===== src/hw/rtl/scs_pkg.sv =====
`timescale 1ns / 1ps
// ----------------------------------------------------------------------------
// scs_pkg
// Shared codes, widths and constants for the speech sequencer control block.
// ----------------------------------------------------------------------------
package scs_pkg;

   localparam int OP_W     = 3;
   localparam int DATA_W   = 8;
   localparam int TUNE_W   = 7;
   localparam int VOL_W    = 6;
   localparam int PAUSE_W  = 6;
   localparam int COUNT_W  = 8;
   localparam int CSR_IDX_W  = 2;
   localparam int CSR_DATA_W = 64;

   // request operation codes
   localparam logic [OP_W-1:0] OP_LATCH   = 3'd0;
   localparam logic [OP_W-1:0] OP_CONTROL = 3'd1;
   localparam logic [OP_W-1:0] OP_TICK    = 3'd2;
   localparam logic [OP_W-1:0] OP_FINISH  = 3'd3;
   localparam logic [OP_W-1:0] OP_REPLAY  = 3'd4;

   // configuration register indexes
   localparam logic [CSR_IDX_W-1:0] CSR_SAMPLES_ENABLED = 2'd0;
   localparam logic [CSR_IDX_W-1:0] CSR_VARIANT_MODE    = 2'd1;
   localparam logic [CSR_IDX_W-1:0] CSR_PRESENT_LOW     = 2'd2;
   localparam logic [CSR_IDX_W-1:0] CSR_PRESENT_HIGH    = 2'd3;

   // board variants
   localparam logic [1:0] VARIANT_NAR_QUEUE = 2'd0;
   localparam logic [1:0] VARIANT_RESTART   = 2'd2;
   localparam logic [1:0] VARIANT_QUEUE_CH2 = 2'd3;

   localparam logic [PAUSE_W-1:0] NAR_PAUSE_TICKS = 6'd45;
   localparam logic [VOL_W-1:0]   VOL_MAX         = 6'd32;

   typedef struct packed {
      logic                start_play;
      logic [TUNE_W-1:0]   start_tune;
      logic                start_channel;
      logic                replay_started;
      logic                replay_request;
      logic                nar_flag;
      logic                busy_flag;
      logic [VOL_W-1:0]    volume_level;
      logic [COUNT_W-1:0]  atten_count;
   } rsp_type;

endpackage


===== src/hw/rtl/speech_chip_control_sequencer.sv =====
`timescale 1ns / 1ps
// ----------------------------------------------------------------------------
// speech_chip_control_sequencer
// Control sequencer of a two-channel speech sample player: latch and control
// port writes, ticks, finish events and replay requests in, one status
// response per request out.
// ----------------------------------------------------------------------------
//  channel  | direction | handshake            | payload
//  req_     | in        | req_valid/req_ready  | op, data, chan
//  rsp_     | out       | rsp_valid/rsp_ready  | play start, replay, status lines
//  csr_     | in        | csr_valid/csr_ready  | index, data (always ready)
//
//  one request per cycle; its response appears in the output register on the
//  following cycle, computed in a single pass from the state registers
//  a request is taken while the output register is empty or being drained
//  reset (synchronous, active high) returns all state to its initial values, sample playback enabled
//  rsp_ready low holds the response and stalls the request side
// ----------------------------------------------------------------------------
module speech_chip_control_sequencer (
   input  logic                           clock,
   input  logic                           reset,
   input  logic                           req_valid,
   output logic                           req_ready,
   input  logic [scs_pkg::OP_W-1:0]       req_op,
   input  logic [scs_pkg::DATA_W-1:0]     req_data,
   input  logic                           req_chan,
   output logic                           rsp_valid,
   input  logic                           rsp_ready,
   output logic                           rsp_start_play,
   output logic [scs_pkg::TUNE_W-1:0]     rsp_start_tune,
   output logic                           rsp_start_channel,
   output logic                           rsp_replay_started,
   output logic                           rsp_replay_request,
   output logic                           rsp_nar_flag,
   output logic                           rsp_busy_flag,
   output logic [scs_pkg::VOL_W-1:0]      rsp_volume_level,
   output logic [scs_pkg::COUNT_W-1:0]    rsp_atten_count,
   input  logic                           csr_valid,
   output logic                           csr_ready,
   input  logic [scs_pkg::CSR_IDX_W-1:0]  csr_index,
   input  logic [scs_pkg::CSR_DATA_W-1:0] csr_data
);
   import scs_pkg::*;

   // configuration
   logic                   samples_enabled_ff;
   logic [1:0]             variant_mode_ff;
   logic [2*CSR_DATA_W-1:0] present_ff;

   // state
   logic [DATA_W-1:0]  last_control_ff,   last_control_in;
   logic               start_line_ff,     start_line_in;
   logic               second_line_ff,    second_line_in;
   logic               clock_line_ff,     clock_line_in;
   logic               direction_line_ff, direction_line_in;
   logic [TUNE_W-1:0]  phrase_latch_ff,   phrase_latch_in;
   logic [TUNE_W-1:0]  first_latched_ff,  first_latched_in;
   logic [TUNE_W-1:0]  second_latched_ff, second_latched_in;
   logic [TUNE_W-1:0]  queue0_ff,         queue0_in;
   logic [TUNE_W-1:0]  queue1_ff,         queue1_in;
   logic [1:0]         play_idle_ff,      play_idle_in;
   logic [TUNE_W-1:0]  play_tune0_ff,     play_tune0_in;
   logic [TUNE_W-1:0]  play_tune1_ff,     play_tune1_in;
   logic [PAUSE_W-1:0] pause_count_ff,    pause_count_in;
   logic [VOL_W-1:0]   volume_ff,         volume_in;
   logic [COUNT_W-1:0] pulse_count_ff,    pulse_count_in;
   logic [COUNT_W-1:0] atten_ff,          atten_in;
   logic               nar_ff,            nar_in;
   logic               busy_ff,           busy_in;

   // output register
   logic    rsp_valid_ff;
   rsp_type rsp_ff, rsp_in;

   logic              req_accept;
   logic [DATA_W-1:0] ctrl_diff;
   logic              st_ch, ch2_ch, clk_ch;
   logic              same_playing;
   logic              first_present, second_present;

   assign req_ready  = !rsp_valid_ff || rsp_ready;
   assign req_accept = req_valid && req_ready;
   assign csr_ready  = 1'b1;

   assign ctrl_diff = last_control_ff ^ req_data;
   assign st_ch     = ctrl_diff[0];
   assign ch2_ch    = ctrl_diff[1];
   assign clk_ch    = ctrl_diff[5];

   assign first_present  = present_ff[phrase_latch_ff];
   assign second_present = present_ff[second_latched_ff];

   assign same_playing = (play_idle_ff[0] || play_idle_ff[1])
                       ? (play_idle_ff[0] && play_idle_ff[1])
                       : (play_tune0_ff == play_tune1_ff);

   always_comb begin
      last_control_in   = last_control_ff;
      start_line_in     = start_line_ff;
      second_line_in    = second_line_ff;
      clock_line_in     = clock_line_ff;
      direction_line_in = direction_line_ff;
      phrase_latch_in   = phrase_latch_ff;
      first_latched_in  = first_latched_ff;
      second_latched_in = second_latched_ff;
      queue0_in         = queue0_ff;
      queue1_in         = queue1_ff;
      play_idle_in      = play_idle_ff;
      play_tune0_in     = play_tune0_ff;
      play_tune1_in     = play_tune1_ff;
      pause_count_in    = pause_count_ff;
      volume_in         = volume_ff;
      pulse_count_in    = pulse_count_ff;
      atten_in          = atten_ff;
      nar_in            = nar_ff;
      busy_in           = busy_ff;

      rsp_in                = '0;

      case (req_op)
         OP_LATCH: begin
            phrase_latch_in = req_data[TUNE_W-1:0];
         end
         OP_CONTROL: begin
            if (st_ch) start_line_in = req_data[0];
            if (ch2_ch) second_line_in = req_data[1];
            if (clk_ch) clock_line_in = req_data[5];
            if (ctrl_diff[4]) direction_line_in = req_data[4];

            // volume steps on the falling clk edge
            if (clk_ch && !clock_line_in) begin
               if (direction_line_in) begin
                  if (volume_ff < VOL_MAX) volume_in = volume_ff + VOL_W'(1);
               end else if (volume_ff != '0) begin
                  volume_in = volume_ff - VOL_W'(1);
               end
            end

            // channel 0 start strobe
            if (second_line_in && !ch2_ch && st_ch) begin
               if (!start_line_in) begin
                  first_latched_in = phrase_latch_ff;
                  if (samples_enabled_ff && first_present) begin
                     if (phrase_latch_ff == '0) begin
                        queue0_in = '0;
                        queue1_in = '0;
                     end else begin
                        busy_in = 1'b0;
                     end
                     if (play_idle_ff[0] || phrase_latch_ff == '0 ||
                         variant_mode_ff == VARIANT_RESTART) begin
                        play_idle_in[0]      = 1'b0;
                        play_tune0_in        = phrase_latch_ff;
                        rsp_in.start_play    = 1'b1;
                        rsp_in.start_tune    = phrase_latch_ff;
                        rsp_in.start_channel = 1'b0;
                     end else if (nar_ff) begin
                        queue0_in = phrase_latch_ff;
                        if (variant_mode_ff == VARIANT_NAR_QUEUE) nar_in = 1'b0;
                     end
                  end
               end else if (nar_ff) begin
                  nar_in         = 1'b0;
                  pause_count_in = NAR_PAUSE_TICKS;
               end
            end

            if (!second_line_in && ch2_ch) pulse_count_in = '0;

            // attenuation pulses and channel 1 latch
            if (!second_line_in && st_ch) begin
               if (!start_line_in) begin
                  if (pulse_count_in == '0) second_latched_in = phrase_latch_ff;
               end else begin
                  pulse_count_in = pulse_count_in + COUNT_W'(1);
                  atten_in       = atten_ff + COUNT_W'(1);
                  if (pulse_count_in == COUNT_W'(1)) atten_in = '0;
               end
            end

            // channel 1 start
            if (second_line_in && ch2_ch) begin
               if (samples_enabled_ff && second_present) begin
                  busy_in = 1'b0;
                  if (second_latched_ff == '0) begin
                     queue0_in = '0;
                     queue1_in = '0;
                     busy_in   = 1'b1;
                  end
                  if (play_idle_ff[1] || second_latched_ff == '0 ||
                      variant_mode_ff != VARIANT_QUEUE_CH2) begin
                     play_idle_in[1]      = 1'b0;
                     play_tune1_in        = second_latched_ff;
                     rsp_in.start_play    = 1'b1;
                     rsp_in.start_tune    = second_latched_ff;
                     rsp_in.start_channel = 1'b1;
                  end else begin
                     queue1_in = second_latched_ff;
                  end
               end
            end
            last_control_in = req_data;
         end
         OP_TICK: begin
            if (pause_count_ff != '0) begin
               pause_count_in = pause_count_ff - PAUSE_W'(1);
               if (pause_count_in == '0) nar_in = 1'b1;
            end
         end
         OP_FINISH: begin
            if (req_chan && queue1_ff != '0) rsp_in.replay_request = 1'b1;
            if (!req_chan && (last_control_ff[1:0] == 2'b10 || queue0_ff != '0)) begin
               queue0_in             = first_latched_ff;
               rsp_in.replay_request = 1'b1;
            end
            if (same_playing) play_idle_in[!req_chan] = 1'b1;
            play_idle_in[req_chan] = 1'b1;
            if (play_idle_in[0]) begin
               nar_in = 1'b1;
               if (play_idle_in[1]) busy_in = 1'b1;
            end
         end
         OP_REPLAY: begin
            if (queue0_ff != '0 && samples_enabled_ff) begin
               busy_in               = 1'b0;
               queue0_in             = '0;
               play_idle_in[0]       = 1'b0;
               play_tune0_in         = queue0_ff;
               nar_in                = 1'b0;
               pause_count_in        = NAR_PAUSE_TICKS;
               rsp_in.start_tune     = queue0_ff;
               rsp_in.start_channel  = 1'b0;
               rsp_in.replay_started = 1'b1;
            end else if (queue1_ff != '0 && samples_enabled_ff) begin
               busy_in               = 1'b0;
               queue1_in             = '0;
               play_idle_in[1]       = 1'b0;
               play_tune1_in         = queue1_ff;
               rsp_in.start_tune     = queue1_ff;
               rsp_in.start_channel  = 1'b1;
               rsp_in.replay_started = 1'b1;
            end
         end
         default: begin
         end
      endcase

      rsp_in.nar_flag     = nar_in;
      rsp_in.busy_flag    = busy_in;
      rsp_in.volume_level = volume_in;
      rsp_in.atten_count  = atten_in;
   end

   always_ff @(posedge clock) begin
      if (reset) begin
         last_control_ff   <= '0;
         start_line_ff     <= 1'b1;
         second_line_ff    <= 1'b0;
         clock_line_ff     <= 1'b0;
         direction_line_ff <= 1'b0;
         phrase_latch_ff   <= '0;
         first_latched_ff  <= '0;
         second_latched_ff <= '0;
         queue0_ff         <= '0;
         queue1_ff         <= '0;
         play_idle_ff      <= 2'b11;
         play_tune0_ff     <= '0;
         play_tune1_ff     <= '0;
         pause_count_ff    <= '0;
         volume_ff         <= '0;
         pulse_count_ff    <= '0;
         atten_ff          <= '0;
         nar_ff            <= 1'b1;
         busy_ff           <= 1'b1;
      end else if (req_accept) begin
         last_control_ff   <= last_control_in;
         start_line_ff     <= start_line_in;
         second_line_ff    <= second_line_in;
         clock_line_ff     <= clock_line_in;
         direction_line_ff <= direction_line_in;
         phrase_latch_ff   <= phrase_latch_in;
         first_latched_ff  <= first_latched_in;
         second_latched_ff <= second_latched_in;
         queue0_ff         <= queue0_in;
         queue1_ff         <= queue1_in;
         play_idle_ff      <= play_idle_in;
         play_tune0_ff     <= play_tune0_in;
         play_tune1_ff     <= play_tune1_in;
         pause_count_ff    <= pause_count_in;
         volume_ff         <= volume_in;
         pulse_count_ff    <= pulse_count_in;
         atten_ff          <= atten_in;
         nar_ff            <= nar_in;
         busy_ff           <= busy_in;
      end
   end

   always_ff @(posedge clock) begin
      if (reset) begin
         samples_enabled_ff <= 1'b1;
         variant_mode_ff    <= '0;
         present_ff         <= '0;
      end else if (csr_valid) begin
         case (csr_index)
            CSR_SAMPLES_ENABLED: samples_enabled_ff <= csr_data[0];
            CSR_VARIANT_MODE:    variant_mode_ff    <= csr_data[1:0];
            CSR_PRESENT_LOW:     present_ff[CSR_DATA_W-1:0] <= csr_data;
            CSR_PRESENT_HIGH:    present_ff[2*CSR_DATA_W-1:CSR_DATA_W] <= csr_data;
            default: begin
            end
         endcase
      end
   end

   always_ff @(posedge clock) begin
      if (reset) begin
         rsp_valid_ff <= 1'b0;
      end else if (req_accept) begin
         rsp_valid_ff <= 1'b1;
      end else if (rsp_ready) begin
         rsp_valid_ff <= 1'b0;
      end
   end

   always_ff @(posedge clock) begin
      if (req_accept) begin
         rsp_ff <= rsp_in;
      end
   end

   assign rsp_valid          = rsp_valid_ff;
   assign rsp_start_play     = rsp_ff.start_play;
   assign rsp_start_tune     = rsp_ff.start_tune;
   assign rsp_start_channel  = rsp_ff.start_channel;
   assign rsp_replay_started = rsp_ff.replay_started;
   assign rsp_replay_request = rsp_ff.replay_request;
   assign rsp_nar_flag       = rsp_ff.nar_flag;
   assign rsp_busy_flag      = rsp_ff.busy_flag;
   assign rsp_volume_level   = rsp_ff.volume_level;
   assign rsp_atten_count    = rsp_ff.atten_count;

endmodule


===== config.mk =====
export PLATFORM = sky130hd
export DESIGN_NAME = speech_chip_control_sequencer
export DESIGN_NICKNAME = d
export VERILOG_FILES = /design/src/hw/rtl/scs_pkg.sv /design/src/hw/rtl/speech_chip_control_sequencer.sv
export SDC_FILE = /design/constraint.sdc
export NUM_CORES = 1
export LEC_CHECK = 0
export BUFFER_PORTS_ARGS = -buffer_cell sky130_fd_sc_hd__clkbuf_2
export CORE_ASPECT_RATIO = 0.8
export CORE_MARGIN = 2
export CORE_UTILIZATION = 54
export CTS_BUF_LIST = sky130_fd_sc_hd__clkbuf_16
export CTS_CLUSTER_SIZE = 12
export DETAILED_ROUTE_END_ITERATION = 8
export HOLD_SLACK_MARGIN = 0.12
export PLACE_DENSITY = 0.82
export SETUP_SLACK_MARGIN = 0.2
export SLEW_MARGIN = 15
export SYNTH_ARGS = -nofsm -noshare
export SYNTH_HDL_FRONTEND = slang
export SYNTH_SLANG_ARGS = --single-unit

===== constraint.sdc =====
create_clock -name clock -period 3.1 [get_ports clock]
set_input_delay 0 -clock clock [delete_from_list [all_inputs] [get_ports clock]]
set_output_delay 0 -clock clock [all_outputs]
set_load 0.05 [all_outputs]

==> results.tsv <==
metric	value	unit
share of cells above drive strength 1	19.65	%
Static Leak	5.696	nW
Post-synth top flop	dfxtp_1	
CP Launch Type	flop	
post-synthesis sequential area ratio	40.26	%
die height	142.3	um
Post-synth EDFFs	27	
Core Rows	50	
cts bufs inserted	26	
Initial Utilization	55.00	%
syn nets	1589	
Worst-path clk slew	0.06	ns
# port buffers	110	
Yosys reg bits	246	
Tcrit/Tclk final	95.47	%
synth-to-layout area growth	22.71	%
RSZ-0062 raised after global routing	true	
ANT nets after route	0	
routed via count	12370	
floorplan core area	0.02346	mm2
cells after synthesis	1495	
initial antenna violation count	0	
I/O pin count	113	
first-pass GRT wire length	59.13	mm
CTS tree	done	
status	finished clean	
Root Buffer	clkbuf_16	
Post-route DRC	0	
Max VDD drop	0.0003761	V
Clock Path Buffers	3	
met1 wire length	15.38	mm
Iter 0 DRT Violations	1544	
insertion delay to the later sink of the worst-skew pair	0.54	ns
Chip Width	176.8	um
DRT Pass-1 Iters	7	
clock skew	0.01446	ns
leading cell type in the layout, fill and taps excluded	nand2_1	
post-synth cell types	85	
Via density	6.163	
Min-Delay Path Class	in -> reg	
full die area	0.02515	mm2
commonest non-fill, non-tap cells in the layout	nand2_1 (387), dfxtp_1 (215), a21oi_1 (195)	
type of the worst setup path	reg -> reg	
H-Tree Depth	1	
crit path DAT	3.33	ns
CP Capture Type	flop	
fin nets	1773	
Rel. slew slack	29.16	%
Detailed Route WL	37.97	mm
GRT Resource Usage Total	29.02	%
clock sink count	246	
post-synthesis async set-or-reset flop share	0	%
Max-Cap Viols	0	
largest net degree at the start of global routing	123	
crit-path max FO	12	
gr ovfl total	0	
final core occ	67.49	%
Final GP Congestion	0.9564	
number of global-route vias before repair	11530	
ant diodes	0	
synthesized cell area	0.01290	mm2
worst-margin pin slew	1.063	ns
max-slew violations	0	
DR top layer	met4	
met3 routed WL	4.319	mm
FMAX	0.3379	GHz
setup violators final	0	
final hold vios	0	
Worst EP required	3.47	ns
fin crit period	2.959	ns
Routed WL per cell	18.92	um
final worst slack	0.1405	ns
worst slack, placed	-0.02323	ns
pwr dens	446.5	mW/mm2
Synth Warn #	0	
DPL Wire Length	24.68	mm
Synth Area per Inst	8.630	um2
routed wl met2	17.22	mm
through the flow:
stage	power [mW]	hold slack [ns]	instance area, um2	instances	setup TNS (ns)
after floorplan	3.901	0.1179	12910	1495	0
after global placement	4.121	0.2300	13810	1859	0
after detailed placement	4.138	0.2415	13810	1859	-0.02323
after CTS	7.036	0.2144	15500	1992	0
after global routing	7.290	0.2720	15830	2007	0
final	7.070	0.2543	15830	2007	0
cells by family (layout without fill, tap and decap cells):
| family | count (synthesis) | in the layout | synth area share, % |
|---|---|---|---|
| flip-flops | 246 | 246 | 40.26 |
| XOR/XNOR | 21 | 21 | 1.426 |
| buffers and inverters | 136 | 336 | 4.839 |
| other | 1 | 1 | 0.02906 |
| adder cells (fa/ha/maj) | 12 | 12 | 1.144 |
| AO/OA/AOI/OAI | 364 | 364 | 18.11 |
| AND/OR/NAND/NOR | 607 | 607 | 20.71 |
| multiplexers | 108 | 108 | 13.47 |
flip-flops by register name, indices dropped and copies added, names as in the netlist, 2 cells and up:
| name | flops |
|---|---|
| pause_count_ff | 6 |
| queue1_ff | 7 |
| play_tune0_ff | 7 |
| variant_mode_ff | 2 |
| rsp_atten_count | 8 |
| present_ff | 128 |
| volume_ff | 6 |
| phrase_latch_ff | 7 |
| second_latched_ff | 7 |
| rsp_start_tune | 7 |
| first_latched_ff | 7 |
| play_tune1_ff | 7 |
| rsp_volume_level | 6 |
| last_control_ff | 4 |
| pulse_count_ff | 8 |
| queue0_ff | 7 |
| atten_ff | 8 |
| play_idle_ff | 2 |
cell type report:
class / instances / area [um2]
Clock buffer: 28 / 700.7
Multi-Input combinational cell: 1113 / 7289
Sequential cell: 246 / 5207
Tap cell: 312 / 390.4
Inverter: 24 / 90.09
Fill cell: 1767 / 7627
Timing Repair Buffer: 268 / 2088
Clock inverter: 16 / 66.31
power by group:
part           internal, mW  switching, mW  leakage [nW]
clock network          1.60           1.26         0.411
registers              3.31         0.0874          2.05
logic                 0.320          0.489          3.24
total                  5.23           1.84          5.70
cell usage after synthesis (4+ instances only):
library cell | n | share of area [%]
nand2_1 | 387 | 11
dfxtp_1 | 219 | 34
a21oi_1 | 198 | 7.7
nor2_1 | 80 | 2.3
clkbuf_1 | 78 | 2.3
mux2i_1 | 48 | 3.7
mux4_2 | 45 | 7.9
o21ai_0 | 38 | 1.5
nand3_1 | 28 | 1.1
edfxtp_1 | 27 | 6.3
a311oi_1 | 22 | 1.5
inv_1 | 22 | 0.64
nor3_1 | 17 | 0.66
o22ai_1 | 14 | 0.68
xnor2_1 | 14 | 0.95
nand2b_1 | 13 | 0.63
nor2b_1 | 13 | 0.63
a22o_1 | 12 | 0.81
ha_1 | 11 | 1.1
or3_1 | 11 | 0.53
a221oi_1 | 9 | 0.61
buf_4 | 9 | 0.52
mux2_2 | 9 | 0.79
a221o_1 | 8 | 0.62
a22oi_1 | 8 | 0.47
buf_1 | 8 | 0.23
buf_2 | 8 | 0.31
a2111oi_2 | 7 | 0.81
buf_6 | 7 | 0.61
nor4_1 | 7 | 0.34
xor2_1 | 7 | 0.48
a211oi_1 | 6 | 0.35
nand4_1 | 6 | 0.29
nor3b_1 | 6 | 0.35
and2_1 | 5 | 0.24
mux4_1 | 5 | 1.0
or2_2 | 5 | 0.24
a31oi_1 | 4 | 0.19
a32oi_1 | 4 | 0.27
nand3b_1 | 4 | 0.23
nor4_2 | 4 | 0.39
critical path, stage by stage (launching register included):
cell and delay [ns]:
dfxtp_1 0.78, nor2_1 0.21, nand3_1 0.33, and2_1 0.27
nand2_1 0.15, a211o_2 0.44, a221oi_1 0.50, a2111oi_4 0.11
final timing paths:
path                            slack [ns]  cells after the start                       startpoint                              end
worst min register to register        0.47                      2  last_control_ff[5]$_SDFFE_PP0P_  last_control_ff[5]$_SDFFE_PP0P_
worst max-delay path                  0.14                      7  phrase_latch_ff[4]$_SDFFE_PP0P_        queue0_ff[1]$_SDFFE_PP0P_
worst min-delay path                  0.25                      4                     csr_data[22]      present_ff[86]$_SDFFE_PP0P_
worst max register to register        0.14                      7  phrase_latch_ff[4]$_SDFFE_PP0P_        queue0_ff[1]$_SDFFE_PP0P_
routing by layer:
metal	track usage [%]	vias to the layer above
li1	-	5698
met5	0	-
met3	6.250	94
met4	8.308	0
met1	39.91	5852
met2	46.26	726
repair_timing:
item                       4_1_cts  5_1_grt
hold endpoints to repair       186        0
cloned                           0        1
hold buffers                    87        0
pin swaps                        2       11
setup buffers                    2       14
setup endpoints to repair       31       39
gates resized for setup         11       47
No activity file was read; power rests on OpenSTA's default activity.
